`src/hdl/chm_ram.sv`:
```
// Generic single-port RAM with a registered read.
module chm_ram #(
  parameter int WIDTH = 8,
  parameter int DEPTH = 16,
  localparam int AW = (DEPTH > 1) ? $clog2(DEPTH) : 1
) (
  input  logic             clk,
  input  logic             we,
  input  logic [AW-1:0]    addr,
  input  logic [WIDTH-1:0] wdata,
  output logic [WIDTH-1:0] rdata
);

  logic [WIDTH-1:0] mem [DEPTH];

  always_ff @(posedge clk) begin
    if (we) begin
      mem[addr] <= wdata;
    end
    rdata <= mem[addr];
  end

endmodule

```
`config.mk`:
```
export PLATFORM = sky130hd
export DESIGN_NAME = chm_ram
export DESIGN_NICKNAME = d
export VERILOG_FILES = /design/src/hdl/chm_ram.sv
export SDC_FILE = /design/constraint.sdc
export NUM_CORES = 1
export LEC_CHECK = 0
export BUFFER_PORTS_ARGS = -buffer_cell sky130_fd_sc_hd__buf_2
export CORE_MARGIN = 8
export CORE_UTILIZATION = 42
export CTS_CLUSTER_SIZE = 12
export DETAILED_ROUTE_END_ITERATION = 8
export SKIP_CTS_REPAIR_TIMING = 1
export SYNTH_ARGS = -nofsm -noshare
export SYNTH_HDL_FRONTEND = slang
export SYNTH_SLANG_ARGS = --single-unit
```
`constraint.sdc`:
```
create_clock -name clk -period 2.45 [get_ports clk]
set_clock_uncertainty 0.2 [all_clocks]
set_input_delay 0.1225 -clock clk [delete_from_list [all_inputs] [get_ports clk]]
set_output_delay 0.1225 -clock clk [all_outputs]
set_load 0.01 [all_outputs]
```
---- Yosys cells after proc, flatten, opt, wreduce, memory -nomap -nowiden ----
Memory sizes are Yosys's and may differ from the RTL's. A register that Yosys moved wholly into a read port is not among the register bits.
Cells that the tools add are included.
storage, ports and cells
  register bits ........................... 0
  RAM bits ................................ 128
  bits of input ports ..................... 14
  output and inout port bits .............. 8
  word-level logic and storage cells ...... 3
  memories ................................ 1
operators by class
  multiplexer cells ....................... 2
memories
  name  depth  width  read ports  clocked after memory_dff  write ports  line  RTL
  mem   16     8      1           1                         1            14    logic [WIDTH-1:0] mem [DEPTH];
operator list
  operator  number
  $mux W1   2

---- Depth between registers and ports, before layout ----
  depth in word-level cells ............... 2
  depth in mapped cells ................... 5
  depth with buffers taken out ............ 3

---- Least setup slack after synthesis ----
OpenSTA, ideal clock, no wires.
  path kind ............................... input -> register
  start ................................... in addr[2]
  end ..................................... mem mem[0][0], enable pin
  library setup time ...................... 0.383 ns
  data arrival time ....................... 1.232 ns
  data required time ...................... 1.867 ns
  path slack .............................. 0.634 ns
  cell stages on the path ................. 2
  path buffers ............................ 0
  cells stage by stage .................... or3b_2 -> nor3_1
RTL lines
  element             line  RTL
  start: declaration  9     input logic [AW-1:0] addr,
  end: declaration    14
No word-level cell before the write port.

==> metrics.md <==
| Metric | Value |
|---|---|
| Multi-input combinational cell area | roughly 1000 um2 |
| Grt peak-use layer | met2 |
| CP Cell Sequence | buf_2 -> buf_4 -> mux4_2 -> a22oi_1 -> nand2_1 |
| Critical path type | primary input to flop |
| Clk sinks | 136 |
| RSZ-0062 raised after global routing | false |
| Clk_lat worst skew | 410 ps |
| Die area | 15800 um2 |
| Sequential cell area fraction in the yosys report | 79.0% |
| Total Wirelength | 9640 um |
| Status | complete, no violations |
| Setup violators final | 0 |
| Final Util | between 50% and 60% |
| Post-route ant nets | 0 |
| Final hold violation count | 0 |
| Final Cycle Share | roughly 67% |
| Final Max Tran Viols | 0 |
| Crit path buf inv count | 2 |
| # diodes | 0 |
| Seq. cell area | 4000 um2 |
| Syn-to-layout area delta | 23.5% |
| Chip width | 126 um |
| Worst Hold Depth | 3 |
| First-pass GRT wire length | 15200 um |
| Most used DFF post-synth | edfxtp_1 |
| Static Leak | around 2.1 nW |
| Rel. slew slack | a little over half |
| Cts bufs inserted | 17 |
| FF+latch count, synth | 136 |
| Share of cells above drive strength 1 | roughly 36% |
| Routed len/inst | 21.4 um |
| Worst-Margin Slew | between 600 and 700 ps |
| Crit path DAT | 1720 ps |
| Clock tree buffer depth | 2 |
| Initial drt markers | 192 |
| Initial antenna violation count | 0 |
| Ranking of synthesized cells by area | edfxtp_1, mux4_2, dfxtp_1, a22oi_1, nor2_1 |
| Slowest stage cell on the critical path | mux4_2 |
| I/O Buffers | 21 |
| Detailed-route via count | 2427 |
| Kind of end point of the critical path | flop |
| Post-synth design cell area | 5070 um2 |
| Synth top cells by count | edfxtp_1, mux4_2, a22oi_1, nor2_1, nand2_1 |
| GR Util met3 | around 3.7% |
| Hold Crit Class | primary input to flop |
| CP top delay family | buffers and inverters |
| Syn Inst Count | 230 |
| DP Wirelength | 6310 um |
| Most common cell in the netlist | edfxtp_1 |
| Met2 Track Usage GR | 20.5% |
| Final Wtd Congestion | 0.735 |
| Most area-hungry cell type in the Yosys netlist | edfxtp_1 |
| Vias in the first global route | 2534 |
| Max-cap violations | 0 |
| GRT Total Usage | 13.0% |
| R2R depth | 3 |
| Synth top area share | between 70% and 80% |
| DR vias/cell | ~5.4 |
| Worst IR Drop VDD | 0.463 mV |
| Number of flops mapped to enable cells by yosys | 128 |
| Met1 Use GR | 16.7% |
| First-pass iteration count of the detailed router | 4 |
| Post-synthesis cell type count | 18 |
| Crit-path max FO | 18 |
| Nets | a little over 300 |
| Max Clk Rate | roughly 600 MHz |
| Cell depth of the worst setup path | 5 |
| DRC viols | 0 |
| Total gr overflow | 0 |
| Die H | between 100 and 150 um |
| CTS tree | done |
| CTS Root Cell | clkbuf_16 |
| PwrDens | approximately 920 nW/um2 |
| Crit start category | primary input |
| Syn_area_per_cell | 22.0 um2 |
| Post-synth ARST share | 0% |
| CTS H-tree lvls | 4 |
| CORE AREA | between 10000 and 15000 um2 |
| Largest net degree at the start of global routing | 22 |
| Initial Util | a little over two fifths |
| Synth Warn # | 0 |
| Syn nets | between 200 and 250 |
| Setup TNS | 0 ps |
| Crit-path max cell delay | 510 ps |
| # rows | 40 |
| IO Pins | 22 |
| Crit path time final | around 1600 ps |
| Clock transition at the registers of the reported paths | 60 ps |
| Worst EP required | roughly 2500 ps |
| Fill cells | 927 |
worst paths after layout:
path | start | slack, ps | to
setup reg to reg | mem[3][4]$_DFFE_PP_ | 820 | rdata[4]$_DFF_P_
setup / recovery | addr[0] | 810 | rdata[0]$_DFF_P_
hold / removal | we | 90 | mem[14][7]$_DFFE_PP_
hold reg to reg | mem[14][1]$_DFFE_PP_ | 470 | rdata[1]$_DFF_P_
layout by cell type, fill, tap and decap left out, types with 6 or more instances in the layout:
master	netlist	final
buf_4	0	23
buf_2	2	21
nor2_1	13	13
dfxtp_1	8	8
bufinv_16	0	6
dlygate4sd3_1	0	8
a22oi_1	16	16
edfxtp_1	128	128
clkbuf_16	0	17
mux4_2	32	32
nand2_1	9	9
registers in the layout, indices dropped and copies added, names as in the netlist:
register,count
mem,128
rdata,8
cell type report:
class | count | area share [%]
well taps | 147 | 2.94
clock inverters | 11 | 3.50
flip-flops and latches | 136 | 64.0
repair buffers | 53 | 6.04
multi-input cells | 83 | 16.0
clock buffers | 21 | 7.52
where the power goes:
| part | internal, mW | leakage [nW] | switching, mW |
|---|---|---|---|
| registers | 2.60 | 1.22 | 0.0141 |
| clock network | 1.99 | 0.333 | 0.909 |
| logic | 0.114 | 0.559 | 0.144 |
tightest hold or removal path: stages:
cell and delay (ps):
buf_2 130, nand3_1 140, nor2_1 120
layer usage:
| layer | wire (um) | share of wire (%) |
|---|---|---|
| met2 | 4810 | 50 |
| met3 | 507 | 5.3 |
| met1 | 4220 | 44 |
| met5 | 0 | 0 |
| met4 | 99 | 1.0 |
cells by family (layout without fill, tap and decap cells):
kind of cell    count (synthesis)  in the layout  share of synthesized area (%)
mux                            32             32                           14.2
compound gates                 16             16                           2.37
flops                         136            136                           79.0
buf+inv                        11             85                           1.19
simple gates                   35             35                           3.21
stage by stage:
stage | setup WS (ps) | total power, mW | hold WS (ps) | instance area, um2 | instances
after floorplan | 634 | 2.80 | 21.4 | 5070 | 230
after global placement | 351 | 2.91 | 313 | 5490 | 411
after detailed placement | 334 | 2.92 | 324 | 5490 | 411
after CTS | 758 | 5.81 | -102 | 6180 | 443
after global routing | 682 | 5.93 | 124 | 6260 | 451
final | 815 | 5.78 | 91.1 | 6260 | 451
No activity file was read; power rests on OpenSTA's default activity.
