--- src/hdl/chm_pkg.sv ---
// Package with the commands, field widths and default sizes of the chained hash map.
package chm_pkg;

  localparam int KEY_W = 64;
  localparam int VALUE_W = 64;
  localparam int CMD_W = 3;
  localparam int COUNT_W = 10;
  localparam int DEFAULT_BUCKETS = 256;
  localparam int DEFAULT_NODES = 512;

  typedef enum logic [CMD_W-1:0] {
    CMD_LOOKUP = 3'd0,
    CMD_INSERT = 3'd1,
    CMD_UPDATE = 3'd2,
    CMD_REMOVE = 3'd3,
    CMD_CLEAR  = 3'd4
  } cmd_t;

endpackage

--- src/hdl/chm_mod.sv ---
// Bucket index unit: reduces a key modulo the bucket count.
module chm_mod #(
  parameter int BUCKETS = chm_pkg::DEFAULT_BUCKETS,
  localparam int BW = (BUCKETS > 1) ? $clog2(BUCKETS) : 1
) (
  input  logic                      clk,
  input  logic                      rst,
  input  logic                      start,
  input  logic [chm_pkg::KEY_W-1:0] key,
  output logic                      done,
  output logic [BW-1:0]             bucket
);
  import chm_pkg::*;

  if ((BUCKETS & (BUCKETS - 1)) == 0) begin : g_pow2
    always_ff @(posedge clk) begin
      if (rst) begin
        done <= 1'b0;
      end else begin
        done <= start;
      end
      bucket <= BW'(key & KEY_W'(BUCKETS - 1));
    end
  end else begin : g_serial
    // Eight key bits are folded into the remainder per cycle, most significant first.
    localparam int STEPS = KEY_W / 8;
    logic [KEY_W-1:0] shift;
    logic [BW-1:0] rem;
    logic [BW-1:0] rem_next;
    logic [$clog2(STEPS)-1:0] cnt;
    logic active;

    always_comb begin
      logic [BW:0] t;
      rem_next = rem;
      for (int i = 0; i < 8; i++) begin
        t = {rem_next, shift[KEY_W-1-i]};
        if (t >= (BW+1)'(BUCKETS)) begin
          t = t - (BW+1)'(BUCKETS);
        end
        rem_next = t[BW-1:0];
      end
    end

    assign bucket = rem;

    always_ff @(posedge clk) begin
      if (rst) begin
        active <= 1'b0;
        done <= 1'b0;
      end else begin
        done <= 1'b0;
        if (start) begin
          active <= 1'b1;
          cnt <= '0;
          rem <= '0;
          shift <= key;
        end else if (active) begin
          rem <= rem_next;
          shift <= shift << 8;
          cnt <= cnt + 1'b1;
          if (cnt == ($clog2(STEPS))'(STEPS - 1)) begin
            active <= 1'b0;
            done <= 1'b1;
          end
        end
      end
    end
  end

endmodule

--- config.mk ---
export PLATFORM = sky130hd
export DESIGN_NAME = chm_mod
export DESIGN_NICKNAME = d
export VERILOG_FILES = /design/src/hdl/chm_pkg.sv /design/src/hdl/chm_mod.sv
export SDC_FILE = /design/constraint.sdc
export NUM_CORES = 1
export LEC_CHECK = 0
export BUFFER_PORTS_ARGS = -buffer_cell sky130_fd_sc_hd__buf_2
export CAP_MARGIN = 15
export CELL_PAD_IN_SITES_DETAIL_PLACEMENT = 2
export CELL_PAD_IN_SITES_GLOBAL_PLACEMENT = 2
export CORE_MARGIN = 3
export CORE_UTILIZATION = 10
export DETAILED_ROUTE_END_ITERATION = 16
export MAX_ROUTING_LAYER = met4
export PLACE_DENSITY_LB_ADDON = 0.1
export SYNTH_ARGS = -nofsm -noshare
export SYNTH_HDL_FRONTEND = slang
export SYNTH_SLANG_ARGS = --single-unit
--- constraint.sdc ---
create_clock -name clk -period 0.8 [get_ports clk]
set_input_delay 0.16 -clock clk [delete_from_list [all_inputs] [get_ports clk]]
set_output_delay 0.16 -clock clk [all_outputs]
set_load 0.005 [all_outputs]
Yosys cells after proc, flatten, opt, wreduce, memory -nomap -nowiden --
Cells that the tools add are included.
Word-level totals: output and inout bits 9, bits in registers 9, logic and storage cells 2

Logic depth before layout (Yosys ltp) --
depth in word-level cells 0, gate-level depth with buffers 1

Worst setup path after synthesis --
No wires, ideal clock.
path kind flip-flop to output port, start register bucket[0], end output port bucket[0], buffers on the path 0, arrival 0.298 ns, stages on the path, launching flop included 1, slack 0.342 ns, path through dfxtp_1
RTL lines:
- start: declaration | RTL line chm_mod.sv:11 | output logic [BW-1:0] bucket
- start signal: assignment | RTL line chm_mod.sv:22 | bucket <= BW'(key & KEY_W'(BUCKETS - 1));
No word-level cell between the ends.

Worst setup path after layout --
start register bucket[0], end output port bucket[0]
No word-level cell between the ends.

==> results.py <==
metrics = {
    "clock_tree": {
        "cts.clk_slew.worst_paths_ns": 0.06,
        "clock_path_buffers": 2,
        "htree_levels": 1,
        "cts_buffers": 3,
        "root_buffer": "clkbuf_4",
        "cts_tree": "done",
        "cts_num_sinks": 9,
    },
    "cells_and_area": {
        "drive_gt1_share_pct": 66.7,
        "syn_to_final_growth_pct": 115,
        "layout_common_cells": "18 x buf_2, 6 x dfxtp_1, 6 x dlygate4sd3_1, 3 x dfxtp_2, 3 x clkbuf_4",
        "final_common_cell": "buf_2",
        "num_antenna_cells": 0,
        "nets": 107,
    },
    "synthesis": {
        "ys_top_cells_by_area": "dfxtp_1 93%, nor2b_4 7.1%",
        "syn_area_per_cell_sq_um": 19.4,
        "synth_cells": 10,
        "synthesis.nets": 77,
        "netlist.area_leader.share_pct": 92.9,
        "ys_seq_area_share_pct": 92.9,
        "netlist_area_sq_um": 194,
        "synth_warnings": 0,
        "yosysTopAreaCell": "dfxtp_1",
        "ys_ff_latch": 9,
        "yosysUniqueCellTypes": 2,
    },
    "drt": {
        "ant_nets": 0,
        "vias": 177,
        "wl_microns": 523,
        "drtIter0Drc": 0,
        "drc_errors": 0,
        "detail_route.wl_per_cell_microns": 8.17,
        "vias_per_cell": 2.77,
        "firstDrtPassIters": 1,
    },
    "worst_setup_path": {
        "cp-start-kind": "register",
        "path_class": "register to primary output",
        "arrival_ns": 0.67,
        "crit_family": "flip-flops",
        "critPathRequiredTime_ns": 0.64,
        "cp_num_buf_inv": 1,
        "max_stage_delay_ns": 0.31,
        "end_kind": "primary output",
        "path_max_fanout": 1,
        "path_cells": "buf_2",
        "cp_slowest_cell": "dfxtp_2",
    },
    "global_routing": {
        "grt_usage_pct": 4.37,
        "grt_pass1_wl_microns": 710,
        "grt_max_degree": 6,
        "antenna_found_initial": 0,
        "gr-total-overflow": 0,
        "grt_pass1_vias": 166,
    },
    "hold_path": {
        "hold_class": "primary input to register",
    },
    "place": {
        "dp_hpwl_microns": 398,
        "post-place-ws_ns": 0.236,
        "portBuffers": 19,
        "place_congestion": 0.629,
    },
    "timing": {
        "setup_slack_ns": -0.0288,
        "max_slew.worst_pin.slew_ns": 0.0662,
        "setup-tns-final_ns": -0.157,
        "period_minus_slack_ns": 0.829,
        "relSlewSlack_pct": 95.6,
        "hold_viol_final": 0,
        "slew_viol_final": 0,
        "setup_viol": 9,
        "max_freq_mhz": 1210,
        "rsz0062_at_grt": "yes",
        "finalCritPeriodShare_pct": 104,
    },
    "outcome": {
        "violations": "negative setup slack",
        "status": "complete, but fails checks",
    },
    "pwr": {
        "p_per_area_nw_per_um2": 2130,
        "leakagePower_nw": 0.201,
        "max-vdd-ir-drop_mv": 0.488,
    },
    "floorplanning": {
        "pin_count": 76,
        "core_sq_um": 1780,
        "die_w_microns": 50.0,
        "dieArea_sq_um": 2500,
        "rows": 15,
        "initial_core_util_pct": 10.9,
        "die_h_microns": 50.0,
    },
    "run": {
        "cap_violations": 0,
    },
}
==> power breakdown <==
part	internal, W	switching [W]
logic	0.0000578	0.0000227
clock network	0.000191	0.000139
registers	0.000474	0.00000518
total	0.000723	0.000167
==> worst paths after layout <==
kind | from | to | slack (ns) | depth (start not counted)
worst min-delay path | key[0] | bucket[0]$_DFF_P_ | 0.01 | 1
worst max-delay path | bucket[0]$_DFF_P_ | bucket[0] | -0.03 | 1
==> Yosys cell counts, drive strengths merged <==
library cell and number:
dfxtp 9, nor2b 1
==> cells by family after synthesis <==
group / Yosys count / share of synthesized area, %
simple gates: 1 / 7.10
flops: 9 / 92.9
==> routing by layer <==
metal	vias up	part of all wire (%)	global-route usage, %
li1	88	-	-
met1	75	32	4.20
met2	12	55	5.87
met3	2	9.8	1.81
met4	0	2.7	5.53
met5	-	0	-
==> registers in the layout, summed over array words and instances, names as in the netlist <==
signal  count
done        1
bucket      8
==> stage by stage <==
step | cell area [sq um] | cells | hold WS [ns] | utilization [%] | power (W)
5_1_grt | 417 | 64 | 0.00152 | 23.4 | 0.000950
3_3_place_gp | 320 | 54 | 0.263 | 18.0 | 0.000542
3_5_place_dp | 320 | 54 | 0.264 | 18.0 | 0.000544
4_1_cts | 357 | 59 | 0.000128 | 20.0 | 0.000888
6_report | 417 | 64 | 0.0143 | 23.4 | 0.000889
2_1_floorplan | 194 | 10 | 0.188 | - | 0.000496
==> final cells by class <==
class,instances,area (sq um)
fillers,202,1370
clock buffers,4,26.3
flip-flops and latches,9,184
well taps,25,31.3
multi-input cells,1,13.8
repair buffers,25,161
==> what timing repair did <==
item                       CTS  global route
hold buffers                 1             5
setup buffers                0             0
gates resized for setup      0             4
setup endpoints to repair    9             9
hold endpoints to repair     1             5
Power figures use the tool's default switching activity.
